--- config.mk ---
export PLATFORM = sky130hd
export DESIGN_NAME = common_average_reference_flat
export DESIGN_NICKNAME = d
export VERILOG_FILES = /design/src/hw/rtl/car_pkg.sv /design/src/hw/rtl/car_in_if.sv /design/src/hw/rtl/car_out_if.sv /design/src/hw/rtl/car_fifo.sv /design/src/hw/rtl/car_front.sv /design/src/hw/rtl/car_back.sv /design/src/hw/rtl/common_average_reference.sv /design/src/flat_wrapper.sv
export SDC_FILE = /design/constraint.sdc
export NUM_CORES = 2
export LEC_CHECK = 0
export BUFFER_PORTS_ARGS = -buffer_cell sky130_fd_sc_hd__buf_4
export CORE_UTILIZATION = 28
export CTS_BUF_LIST = sky130_fd_sc_hd__clkbuf_4
export CTS_CLUSTER_DIAMETER = 50
export DETAILED_ROUTE_END_ITERATION = 10
export PLACE_DENSITY_LB_ADDON = 0.3
export SETUP_SLACK_MARGIN = 0.1
export SYNTH_ARGS = -nofsm -noshare
export SYNTH_HDL_FRONTEND = slang
export SYNTH_SLANG_ARGS = --single-unit
--- constraint.sdc ---
create_clock -name clk -period 12.2 [get_ports clk]
set_input_delay 1.83 -clock clk [delete_from_list [all_inputs] [get_ports clk]]
set_output_delay 1.83 -clock clk [all_outputs]
set_load 0.01 [all_outputs]
--- src/hw/rtl/car_pkg.sv ---
// ----------------------------------------------------------------------------
// car_pkg: shared types and constants of the common average reference block
// Field widths, the configuration reset value and the job record that the
// front end hands to the back end through the job queue.
// ----------------------------------------------------------------------------
package car_pkg;

  // Largest channel count the block is built for, and the default.
  localparam int MAX_CHANNELS_DEF = 64;
  localparam int QUEUE_DEPTH_DEF  = 4;

  // Field widths, sized for the largest supported channel count.
  localparam int SAMPLE_W = 24;
  localparam int OUT_W    = 25;
  localparam int CHIDX_W  = 6;
  localparam int CNT_W    = 7;
  localparam int SUM_W    = 30;

  // Quotient bits resolved per cycle by the mean divider.
  localparam int DIV_RADIX_BITS = 4;

  // Channel count after reset.
  localparam logic [CNT_W-1:0] CFG_COUNT_RESET = 7'd8;

  // One job per accepted transaction: an optional emit of the held instant,
  // the store of the new sample, and an optional mean computation.
  typedef struct packed {
    logic                       emit;
    logic [CHIDX_W-1:0]         emit_idx;
    logic                       emit_last;
    logic                       emit_bank;
    logic                       wr_bank;
    logic [CHIDX_W-1:0]         wr_idx;
    logic signed [SAMPLE_W-1:0] sample;
    logic                       done;
    logic signed [SUM_W-1:0]    sum;
    logic [CNT_W-1:0]           count;
  } job_t;

endpackage

--- src/hw/rtl/car_in_if.sv ---
// ----------------------------------------------------------------------------
// car_in_if: sample input channel
// Valid/ready channel carrying one channel sample per transaction.
// ----------------------------------------------------------------------------
interface car_in_if;

  logic                                 valid;
  logic                                 ready;
  logic signed [car_pkg::SAMPLE_W-1:0]  sample_value;

  modport source (output valid, output sample_value, input ready);
  modport sink   (input valid, input sample_value, output ready);

endinterface

--- src/hw/rtl/car_out_if.sv ---
// ----------------------------------------------------------------------------
// car_out_if: referenced result channel
// Valid/ready channel carrying one re-referenced sample per transaction.
// ----------------------------------------------------------------------------
interface car_out_if;

  logic                               valid;
  logic                               ready;
  logic signed [car_pkg::OUT_W-1:0]   referenced_value;
  logic [car_pkg::CHIDX_W-1:0]        channel_index;
  logic                               last_channel;

  modport source (output valid, output referenced_value, output channel_index,
                  output last_channel, input ready);
  modport sink   (input valid, input referenced_value, input channel_index,
                  input last_channel, output ready);

endinterface

--- src/hw/rtl/car_fifo.sv ---
// ----------------------------------------------------------------------------
// car_fifo: job queue between front end and back end
// Small register FIFO of job records; full and empty are exact.
// ----------------------------------------------------------------------------
module car_fifo #(
  parameter int DEPTH = car_pkg::QUEUE_DEPTH_DEF
) (
  input  logic          clk,
  input  logic          rst_n,
  input  logic          push_valid,
  output logic          push_ready,
  input  car_pkg::job_t push_data,
  output logic          pop_valid,
  input  logic          pop_ready,
  output car_pkg::job_t pop_data
);

  localparam int PTR_W = (DEPTH > 1) ? $clog2(DEPTH) : 1;
  localparam int CNT_W = $clog2(DEPTH + 1);

  car_pkg::job_t    entry_r [DEPTH];
  logic [PTR_W-1:0] wr_ptr_r, wr_ptr_nxt;
  logic [PTR_W-1:0] rd_ptr_r, rd_ptr_nxt;
  logic [CNT_W-1:0] fill_r, fill_nxt;
  logic             do_push, do_pop;

  // Handshake decode.
  assign push_ready = (fill_r != CNT_W'(DEPTH));
  assign pop_valid  = (fill_r != '0);
  assign pop_data   = entry_r[rd_ptr_r];
  assign do_push    = push_valid && push_ready;
  assign do_pop     = pop_valid && pop_ready;

  // Pointer and fill level update with wrap at the depth.
  always_comb begin
    wr_ptr_nxt = wr_ptr_r;
    rd_ptr_nxt = rd_ptr_r;
    fill_nxt   = fill_r;
    if (do_push) begin
      wr_ptr_nxt = (wr_ptr_r == PTR_W'(DEPTH - 1)) ? '0 : wr_ptr_r + 1'b1;
    end
    if (do_pop) begin
      rd_ptr_nxt = (rd_ptr_r == PTR_W'(DEPTH - 1)) ? '0 : rd_ptr_r + 1'b1;
    end
    if (do_push && !do_pop) begin
      fill_nxt = fill_r + 1'b1;
    end else if (do_pop && !do_push) begin
      fill_nxt = fill_r - 1'b1;
    end
  end

  always_ff @(posedge clk) begin
    if (!rst_n) begin
      wr_ptr_r <= '0;
      rd_ptr_r <= '0;
      fill_r   <= '0;
    end else begin
      wr_ptr_r <= wr_ptr_nxt;
      rd_ptr_r <= rd_ptr_nxt;
      fill_r   <= fill_nxt;
    end
  end

  // Entry storage.
  always_ff @(posedge clk) begin
    if (do_push) begin
      entry_r[wr_ptr_r] <= push_data;
    end
  end

endmodule

--- src/hw/rtl/car_front.sv ---
// ----------------------------------------------------------------------------
// car_front: transaction intake and instant bookkeeping
// Accepts samples, keeps the running sum and channel counters, decides which
// held result each transaction releases and when an instant completes.
// ----------------------------------------------------------------------------
module car_front #(
  parameter int MAX_CHANNELS = car_pkg::MAX_CHANNELS_DEF
) (
  input  logic                      clk,
  input  logic                      rst_n,
  input  logic                      cfg_wr_en,
  input  logic [car_pkg::CNT_W-1:0] cfg_wr_data,
  car_in_if.sink                    in_chan,
  output logic                      job_valid,
  input  logic                      job_ready,
  output car_pkg::job_t             job
);

  localparam int IDX_W  = $clog2(MAX_CHANNELS);
  localparam int CNT_W  = $clog2(MAX_CHANNELS + 1);
  localparam int LSUM_W = car_pkg::SAMPLE_W + IDX_W;

  logic [car_pkg::CNT_W-1:0] chan_count_r;
  logic signed [LSUM_W-1:0]  sum_r;
  logic signed [LSUM_W-1:0]  sum_inc;
  logic [CNT_W-1:0]          recv_r;
  logic [CNT_W-1:0]          recv_inc;
  logic [CNT_W-1:0]          need;
  logic [CNT_W-1:0]          held_cnt_r;
  logic [CNT_W-1:0]          emit_idx_r;
  logic [CNT_W-1:0]          emit_idx_inc;
  logic                      emit_pend_r;
  logic                      coll_bank_r;
  logic                      emit_now;
  logic                      complete;
  logic                      accept;

  // Transactions pass straight into the job queue.
  assign in_chan.ready = job_ready;
  assign job_valid     = in_chan.valid;
  assign accept        = in_chan.valid && job_ready;

  // Effective channel count: zero means one, large values clamp.
  always_comb begin
    if (chan_count_r == '0) begin
      need = CNT_W'(1);
    end else if (chan_count_r > car_pkg::CNT_W'(MAX_CHANNELS)) begin
      need = CNT_W'(MAX_CHANNELS);
    end else begin
      need = CNT_W'(chan_count_r);
    end
  end

  // Classification of the current transaction.
  assign emit_now     = emit_pend_r && (emit_idx_r < held_cnt_r);
  assign emit_idx_inc = emit_idx_r + 1'b1;
  assign recv_inc     = recv_r + 1'b1;
  assign sum_inc      = sum_r + LSUM_W'(in_chan.sample_value);
  assign complete     = (recv_inc >= need);

  // Job record for the back end.
  always_comb begin
    job.emit      = emit_now;
    job.emit_idx  = car_pkg::CHIDX_W'(emit_idx_r);
    job.emit_last = (emit_idx_inc == held_cnt_r);
    job.emit_bank = ~coll_bank_r;
    job.wr_bank   = coll_bank_r;
    job.wr_idx    = car_pkg::CHIDX_W'(recv_r);
    job.sample    = in_chan.sample_value;
    job.done      = complete;
    job.sum       = car_pkg::SUM_W'(sum_inc);
    job.count     = car_pkg::CNT_W'(recv_inc);
  end

  // Configuration register.
  always_ff @(posedge clk) begin
    if (!rst_n) begin
      chan_count_r <= car_pkg::CFG_COUNT_RESET;
    end else if (cfg_wr_en) begin
      chan_count_r <= cfg_wr_data;
    end
  end

  // Collection and emit bookkeeping.
  always_ff @(posedge clk) begin
    if (!rst_n) begin
      sum_r       <= '0;
      recv_r      <= '0;
      held_cnt_r  <= '0;
      emit_idx_r  <= '0;
      emit_pend_r <= 1'b0;
      coll_bank_r <= 1'b0;
    end else if (accept) begin
      if (complete) begin
        // Instant closes: the collecting bank becomes the emit bank, and
        // anything left of the previous instant is dropped.
        held_cnt_r  <= recv_inc;
        emit_idx_r  <= '0;
        emit_pend_r <= 1'b1;
        sum_r       <= '0;
        recv_r      <= '0;
        coll_bank_r <= ~coll_bank_r;
      end else begin
        if (emit_now) begin
          emit_idx_r <= emit_idx_inc;
          if (emit_idx_inc >= held_cnt_r) begin
            emit_pend_r <= 1'b0;
          end
        end
        sum_r  <= sum_inc;
        recv_r <= recv_inc;
      end
    end
  end

endmodule

--- src/hw/rtl/car_back.sv ---
// ----------------------------------------------------------------------------
// car_back: sample store, mean divider and result output
// Executes jobs in order: stores samples in a two-bank memory, reads the
// held instant, subtracts the mean and computes each new mean serially.
// ----------------------------------------------------------------------------
module car_back #(
  parameter int MAX_CHANNELS = car_pkg::MAX_CHANNELS_DEF
) (
  input  logic          clk,
  input  logic          rst_n,
  input  logic          job_valid,
  output logic          job_ready,
  input  car_pkg::job_t job,
  car_out_if.source     out_chan
);

  localparam int IDX_W     = $clog2(MAX_CHANNELS);
  localparam int ADDR_W    = IDX_W + 1;
  localparam int MEM_DEPTH = 2 ** ADDR_W;
  localparam int RADIX     = car_pkg::DIV_RADIX_BITS;
  localparam int DIV_STEPS = (car_pkg::SUM_W + RADIX - 1) / RADIX;
  localparam int DIV_W     = DIV_STEPS * RADIX;
  localparam int STEP_W    = $clog2(DIV_STEPS);
  localparam int REM_W     = car_pkg::CNT_W;
  localparam int SW        = car_pkg::SAMPLE_W;
  localparam int OW        = car_pkg::OUT_W;

  typedef enum logic [1:0] {
    ST_IDLE,
    ST_EMIT,
    ST_DIV
  } state_t;

  state_t                     state_r;
  car_pkg::job_t              job_r;
  logic signed [SW-1:0]       mem [MEM_DEPTH];
  logic signed [SW-1:0]       rd_data_r;
  logic signed [OW-1:0]       held_mean_r;
  logic                       out_valid_r;
  logic signed [OW-1:0]       out_value_r;
  logic [car_pkg::CHIDX_W-1:0] out_idx_r;
  logic                       out_last_r;
  logic                       pop;
  logic                       out_free;
  logic                       out_load;
  logic signed [OW-1:0]       diff;
  logic [ADDR_W-1:0]          wr_addr;
  logic [ADDR_W-1:0]          rd_addr;

  // Divider state.
  car_pkg::job_t              div_src;
  logic [DIV_W-1:0]           quo_r, quo_nxt;
  logic [REM_W-1:0]           rem_r, rem_nxt;
  logic [REM_W-1:0]           dvsr_r;
  logic                       neg_r;
  logic [STEP_W-1:0]          step_r;
  logic [car_pkg::SUM_W-1:0]  sum_mag;
  logic [REM_W:0]             trial;
  logic signed [OW-1:0]       mean_mag;
  logic signed [OW-1:0]       mean_val;

  assign job_ready = (state_r == ST_IDLE);
  assign pop       = job_valid && job_ready;
  assign out_free  = !out_valid_r || out_chan.ready;
  assign out_load  = (state_r == ST_EMIT) && out_free;
  assign wr_addr   = {job.wr_bank, job.wr_idx[IDX_W-1:0]};
  assign rd_addr   = {job.emit_bank, job.emit_idx[IDX_W-1:0]};
  assign diff      = OW'(rd_data_r) - held_mean_r;

  // Result channel.
  assign out_chan.valid            = out_valid_r;
  assign out_chan.referenced_value = out_value_r;
  assign out_chan.channel_index    = out_idx_r;
  assign out_chan.last_channel     = out_last_r;

  // While idle the divider follows the incoming job, otherwise the held one.
  assign div_src = (state_r == ST_IDLE) ? job : job_r;

  // Magnitude of the instant's sum; the sign is applied after division.
  assign sum_mag = div_src.sum[car_pkg::SUM_W-1] ? car_pkg::SUM_W'(-div_src.sum)
                                                  : car_pkg::SUM_W'(div_src.sum);

  // Restoring division, several quotient bits per cycle.
  always_comb begin
    quo_nxt = quo_r;
    rem_nxt = rem_r;
    trial   = '0;
    for (int i = 0; i < RADIX; i++) begin
      trial   = {rem_nxt, quo_nxt[DIV_W-1]};
      quo_nxt = {quo_nxt[DIV_W-2:0], 1'b0};
      if (trial >= {1'b0, dvsr_r}) begin
        trial      = trial - {1'b0, dvsr_r};
        quo_nxt[0] = 1'b1;
      end
      rem_nxt = trial[REM_W-1:0];
    end
  end

  // Signed mean, truncated toward zero.
  assign mean_mag = {1'b0, quo_nxt[OW-2:0]};
  assign mean_val = neg_r ? -mean_mag : mean_mag;

  // Two-bank sample memory: write the collecting bank, read the emit bank.
  always_ff @(posedge clk) begin
    if (pop) begin
      mem[wr_addr] <= job.sample;
    end
  end

  always_ff @(posedge clk) begin
    if (pop && job.emit) begin
      rd_data_r <= mem[rd_addr];
    end
  end

  // Job sequencer with the output register.
  always_ff @(posedge clk) begin
    if (!rst_n) begin
      state_r     <= ST_IDLE;
      out_valid_r <= 1'b0;
      held_mean_r <= '0;
    end else begin
      if (out_load) begin
        out_valid_r <= 1'b1;
      end else if (out_chan.ready) begin
        out_valid_r <= 1'b0;
      end
      unique case (state_r)
        ST_IDLE: begin
          if (pop) begin
            job_r <= job;
            if (job.emit) begin
              state_r <= ST_EMIT;
            end else if (job.done) begin
              state_r <= ST_DIV;
            end
          end
        end
        ST_EMIT: begin
          if (out_free) begin
            out_value_r <= diff;
            out_idx_r   <= job_r.emit_idx;
            out_last_r  <= job_r.emit_last;
            state_r     <= job_r.done ? ST_DIV : ST_IDLE;
          end
        end
        ST_DIV: begin
          if (step_r == '0) begin
            held_mean_r <= mean_val;
            state_r     <= ST_IDLE;
          end
        end
        default: begin
          state_r <= ST_IDLE;
        end
      endcase
    end
  end

  // Divider operands load outside ST_DIV and step during ST_DIV.
  always_ff @(posedge clk) begin
    if (state_r == ST_DIV) begin
      quo_r  <= quo_nxt;
      rem_r  <= rem_nxt;
      step_r <= step_r - 1'b1;
    end else begin
      quo_r  <= DIV_W'(sum_mag);
      rem_r  <= '0;
      dvsr_r <= div_src.count;
      neg_r  <= div_src.sum[car_pkg::SUM_W-1];
      step_r <= STEP_W'(DIV_STEPS - 1);
    end
  end

endmodule

--- src/hw/rtl/common_average_reference.sv ---
// ----------------------------------------------------------------------------
// common_average_reference: common average re-referencing of sample streams
//
//   Channel   Direction  Handshake    Payload
//   in_chan   input      valid/ready  sample_value (s24)
//   out_chan  output     valid/ready  referenced_value (s25), channel_index,
//                                     last_channel
//   cfg_*     input      write enable channel_count (u7)
//
// In the back end a transaction is popped with its memory read; one that
// releases a result then subtracts into the output register in ST_EMIT.
// The last channel of an instant adds one mean division (4 quotient bits
// per cycle). A 4-entry job queue lets the intake run ahead of the back
// end. Reset is synchronous and needs no clearing pass; the sample memory
// is read only at entries written in the same instant. A stalled result
// channel stalls the back end only; intake stops once the job queue is full.
// ----------------------------------------------------------------------------
module common_average_reference #(
  parameter int MAX_CHANNELS = car_pkg::MAX_CHANNELS_DEF,
  parameter int QUEUE_DEPTH  = car_pkg::QUEUE_DEPTH_DEF
) (
  input  logic                      clk,
  input  logic                      rst_n,
  input  logic                      cfg_wr_en,
  input  logic [car_pkg::CNT_W-1:0] cfg_wr_data,
  car_in_if.sink                    in_chan,
  car_out_if.source                 out_chan
);

  logic          push_valid;
  logic          push_ready;
  car_pkg::job_t push_job;
  logic          pop_valid;
  logic          pop_ready;
  car_pkg::job_t pop_job;

  // Intake and classification.
  car_front #(
    .MAX_CHANNELS (MAX_CHANNELS)
  ) u_front (
    .clk         (clk),
    .rst_n       (rst_n),
    .cfg_wr_en   (cfg_wr_en),
    .cfg_wr_data (cfg_wr_data),
    .in_chan     (in_chan),
    .job_valid   (push_valid),
    .job_ready   (push_ready),
    .job         (push_job)
  );

  // Job queue.
  car_fifo #(
    .DEPTH (QUEUE_DEPTH)
  ) u_queue (
    .clk        (clk),
    .rst_n      (rst_n),
    .push_valid (push_valid),
    .push_ready (push_ready),
    .push_data  (push_job),
    .pop_valid  (pop_valid),
    .pop_ready  (pop_ready),
    .pop_data   (pop_job)
  );

  // Storage, division and result output.
  car_back #(
    .MAX_CHANNELS (MAX_CHANNELS)
  ) u_back (
    .clk       (clk),
    .rst_n     (rst_n),
    .job_valid (pop_valid),
    .job_ready (pop_ready),
    .job       (pop_job),
    .out_chan  (out_chan)
  );

endmodule

--- src/flat_wrapper.sv ---
// flat-port wrapper written by rule: the top's interface ports become plain ports
module common_average_reference_flat 
#(
  parameter int MAX_CHANNELS = car_pkg::MAX_CHANNELS_DEF,
  parameter int QUEUE_DEPTH  = car_pkg::QUEUE_DEPTH_DEF
)
  (clk, rst_n, cfg_wr_en, cfg_wr_data, in_chan_valid, in_chan_sample_value, in_chan_ready, out_chan_valid, out_chan_referenced_value, out_chan_channel_index, out_chan_last_channel, out_chan_ready);
  car_in_if in_chan_i ();
  car_out_if out_chan_i ();
  input  logic clk;
  input  logic rst_n;
  input  logic cfg_wr_en;
  input  logic [car_pkg::CNT_W-1:0] cfg_wr_data;
  input wire logic [$bits(in_chan_i.valid)-1:0] in_chan_valid;
  input wire logic [$bits(in_chan_i.sample_value)-1:0] in_chan_sample_value;
  output wire logic [$bits(in_chan_i.ready)-1:0] in_chan_ready;
  output wire logic [$bits(out_chan_i.valid)-1:0] out_chan_valid;
  output wire logic [$bits(out_chan_i.referenced_value)-1:0] out_chan_referenced_value;
  output wire logic [$bits(out_chan_i.channel_index)-1:0] out_chan_channel_index;
  output wire logic [$bits(out_chan_i.last_channel)-1:0] out_chan_last_channel;
  input wire logic [$bits(out_chan_i.ready)-1:0] out_chan_ready;
  assign in_chan_i.valid = in_chan_valid;
  assign in_chan_i.sample_value = in_chan_sample_value;
  assign in_chan_ready = in_chan_i.ready;
  assign out_chan_valid = out_chan_i.valid;
  assign out_chan_referenced_value = out_chan_i.referenced_value;
  assign out_chan_channel_index = out_chan_i.channel_index;
  assign out_chan_last_channel = out_chan_i.last_channel;
  assign out_chan_i.ready = out_chan_ready;
  common_average_reference #(.MAX_CHANNELS(MAX_CHANNELS), .QUEUE_DEPTH(QUEUE_DEPTH)) u_core (.clk(clk), .rst_n(rst_n), .cfg_wr_en(cfg_wr_en), .cfg_wr_data(cfg_wr_data), .in_chan(in_chan_i), .out_chan(out_chan_i));
endmodule
==> summary.md <==
| Metric | Value |
|---|---|
| Area Overhead vs Synth | `15.2%` |
| Most frequent cell after synthesis | `edfxtp_1` |
| CTS H-tree lvls | `6` |
| Worst-Skew Late Latency | `1690 ps` |
| Initial antenna violation count | `33` |
| Req. time, crit path | `13700 ps` |
| Total wire length | `400 mm` |
| Post-route ant nets | `0` |
| Ys flop type | `edfxtp_1` |
| Root Driver | `clkbuf_4` |
| Largest net degree at the start of global routing | `105` |
| Synth warnings | `0` |
| HP Start | `u_core.u_back.step_r[0]` |
| Die Y | `717 um` |
| Synth Instances | `6981` |
| Initial Utilization | `28.1%` |
| Synth top area share | `73.3%` |
| DRC errors left | `2` |
| Slew HR | `14.7%` |
| Sequential-to-total area share from yosys stat | `75.3%` |
| Clock sinks | `3632` |
| Layout filler cell count | `48839` |
| CTS Hold Buffers Added | `0` |
| Final hold violation count | `0` |
| Total Power | `40.0 mW` |
| Worst Tran Pin Value | `1280 ps` |
| # nets final | `7980` |
| Crit path max fanout | `20` |
| Synth area leaders | `edfxtp_1 73%, mux4_2 15%, dfxtp_1 1.9%` |
| Post-layout min period | `9900 ps` |
| FFs w/ async S/R, synth | `0%` |
| Die area | `514000 um2` |
| Max-cap violations | `0` |
| Drt pass-1 iters | `11` |
| Share of layout cells above drive strength 1 | `33.5%` |
| Critical Path Start Type | `flip-flop` |
| GRT Util Overall | `15.2%` |
| Die Wd | `717 um` |
| Synth cell count leaders | `3493 x edfxtp_1, 939 x mux4_2, 458 x nand2_1, 251 x nor2_1, 188 x clkbuf_1` |
| PwrDens | `243 nW/um2` |
| Vias/cell | `4.89` |
| Max-slew violations | `0` |
| Tcrit/Tclk final | `81.2%` |
| Hold path endpoint | `u_core.u_back.step_r[0]` |
| Power share of the clock group | `25.8%` |
| Wirelength per Cell | `26.2 um` |
| Synthesized flop and latch total | `3632` |
| RSZ-0062 raised after global routing | `false` |
| Switch Pwr | `14.1 mW` |
| Switching share of power | `35.2%` |
| Total negative slack | `0 ps` |
| EDFF count, synth | `3493` |
| Peak supply drop | `274 uV` |
| I/O pin cnt | `70` |
| Area of the core | `509000 um2` |
| DR iter-0 viols | `7773` |
| Inst Count DP | `13636` |
| Syn Nets | `7138` |
| RR Startpoint | `u_core.u_back.dvsr_r[1]` |
| Reg-to-reg endpoint | `u_core.u_back.held_mean_r[22]` |
| Hold path depth | `1` |
| Post-CTS Setup Inserts | `0` |
| Hold slack | `382 ps` |
| # resized after CTS | `0` |
| WP data arrival | `11400 ps` |
| Placer Congestion | `0.821` |
| Flop pwr share | `40.7%` |
| Lkg Pwr | `52.1 nW` |
| First-pass GRT wire length | `566 mm` |
| Max Clk Rate | `101 MHz` |
| Crit-path slowest cell | `or4_1` |
| Via count | `74769` |
| Status | `finished, violations left` |
| Critical Path End Type | `flip-flop` |
| Num CTS Buffers | `917` |
| Gr ovfl total | `0` |
| Vias in the first global route | `78310` |
| Cell Count, Final, Fillers Out | `15282` |
| I/O Buffers | `69` |
| Synth unique cells | `82` |
| Worst r2r path cells | `37` |
| Critical Path Max Stage Delay | `590 ps` |
| Floorplan row count | `262` |
| Syn Area/Cell | `20.5 um2` |
| CTS tree | `done` |
| Register clock-pin slew on the reported worst setup and hold paths | `70 ps` |
| Min-Delay Path Class | `flip-flop to flip-flop` |
| Yosys top cell by area | `edfxtp_1` |
| R2R Setup Slk | `2300 ps` |
| Max Clock Skew | `178 ps` |
| Post-Syn Area | `143000 um2` |
| Final HPWL DP | `225 mm` |
| Part of the power in combinational logic | `33.5%` |
| Crit Path Class | `flip-flop to flip-flop` |
| Violated checks | `design-rule violations` |
| Clk buf depth | `4` |
| Int Pwr | `25.9 mW` |
| Final setup vio count | `0` |
==> registers in the layout, summed over array words and instances (netlist names), 2 cells and up, named ones only <==
name                                     flops
u_core.u_front.emit_idx_r                    7
u_core.u_queue.entry_r                     312
u_core.u_back.mem                         3072
u_core.u_front.chan_count_r                  7
u_core.u_front.sum_r                        30
u_core.u_queue.rd_ptr_r                      2
u_core.u_front.recv_r                        7
u_core.u_back.out_chan.referenced_value     25
u_core.u_back.quo_r                         32
u_core.u_back.job_r                         45
u_core.u_back.step_r                         3
u_core.u_back.dvsr_r                         7
u_core.u_back.held_mean_r                   25
u_core.u_back.rem_r                          7
u_core.u_back.state_r                        2
u_core.u_back.rd_data_r                     24
u_core.u_back.out_chan.channel_index         6
u_core.u_front.held_cnt_r                    7
u_core.u_queue.fill_r                        3
u_core.u_queue.wr_ptr_r                      2
==> power by group through the flow <==
| stage | clock network [mW] | logic [mW] | registers, mW |
|---|---|---|---|
| after floorplan | 0 | 8.45 | 16.3 |
| after global placement | 0 | 13.3 | 16.5 |
| after detailed placement | 0 | 13.5 | 16.6 |
| after CTS | 10.6 | 13.6 | 16.3 |
| after global routing | 11.2 | 14.3 | 16.3 |
| final | 10.3 | 13.4 | 16.3 |
==> cell usage in the layout (no fill, tap or decap), types with 67 or more instances in the layout <==
cell	instances
edfxtp_1	3493
clkbuf_4	1338
mux4_2	913
nand2_1	457
buf_4	269
clkinv_1	191
nand3_1	159
dfxtp_1	137
ha_1	114
nor2_1	112
a21oi_1	104
mux2i_1	99
inv_1	86
o21ai_0	83
nor2_4	72
nor2_2	67
==> worst max path at each step <==
| stage | from | end | slack [ps] | cells past startpoint |
|---|---|---|---|---|
| 3_5_place_dp | u_core.u_back.dvsr_r[1] | u_core.u_back.held_mean_r[20] | 2520 | 37 |
| 5_1_grt | u_core.u_back.dvsr_r[1] | u_core.u_back.held_mean_r[22] | 1540 | 37 |
| 6_report | u_core.u_back.dvsr_r[1] | u_core.u_back.held_mean_r[22] | 2300 | 37 |
| 3_3_place_gp | u_core.u_back.dvsr_r[0] | u_core.u_back.held_mean_r[20] | 2650 | 38 |
| 2_1_floorplan | u_core.u_back.dvsr_r[1] | u_core.u_back.held_mean_r[20] | 3510 | 40 |
| 4_1_cts | u_core.u_back.dvsr_r[1] | u_core.u_back.held_mean_r[20] | 2510 | 37 |
==> critical path, delay by kind of cell (launching register included) <==
kind	cells	cell delay, ps
adder cells (fa/ha/maj)	5	1850
XOR/XNOR	1	110
AND/OR/NAND/NOR	8	1940
buffers and inverters	3	590
multiplexers	3	800
AO/OA/AOI/OAI	17	4070
flip-flops	1	430
==> cell families after synthesis <==
logic type / Yosys count / synth area share (%)
adder cells (fa/ha/maj): 121 / 1.10
multiplexers: 1055 / 15.6
buffers and inverters: 448 / 1.39
flip-flops: 3632 / 75.3
AO/OA/AOI/OAI: 489 / 2.37
XOR/XNOR: 116 / 0.710
AND/OR/NAND/NOR: 1120 / 3.54
==> metrics by stage <==
| stage | utilization, % | worst slack, ps | area, um2 |
|---|---|---|---|
| 2_1_floorplan | - | 3510 | 143000 |
| 3_3_place_gp | 30.1 | 2650 | 153000 |
| 3_5_place_dp | 30.1 | 2520 | 153000 |
| 4_1_cts | 32.4 | 2510 | 165000 |
| 5_1_grt | 32.4 | 1540 | 165000 |
| 6_report | 32.4 | 2300 | 165000 |
==> final cells by class <==
type	instances	area, um2	share of cell area (%)
clock buffer	1338	10000	6.10
clock inverter	290	1780	1.08
tap	6732	8420	5.11
sequential	3632	108000	65.3
timing repair buffer	281	2260	1.37
antenna	18	45.0	0.0273
multi-input combinational	2901	34200	20.8
inverter	90	344	0.209
==> layer usage <==
layer,vias to the layer above,track usage (%),wire (um)
met5,-,0,65
met3,603,2.86,27700
met2,2984,25.0,193000
met4,10,5.45,13300
met1,39938,20.2,166000
li1,31234,-,-
No activity file was read; power rests on OpenSTA's default activity.
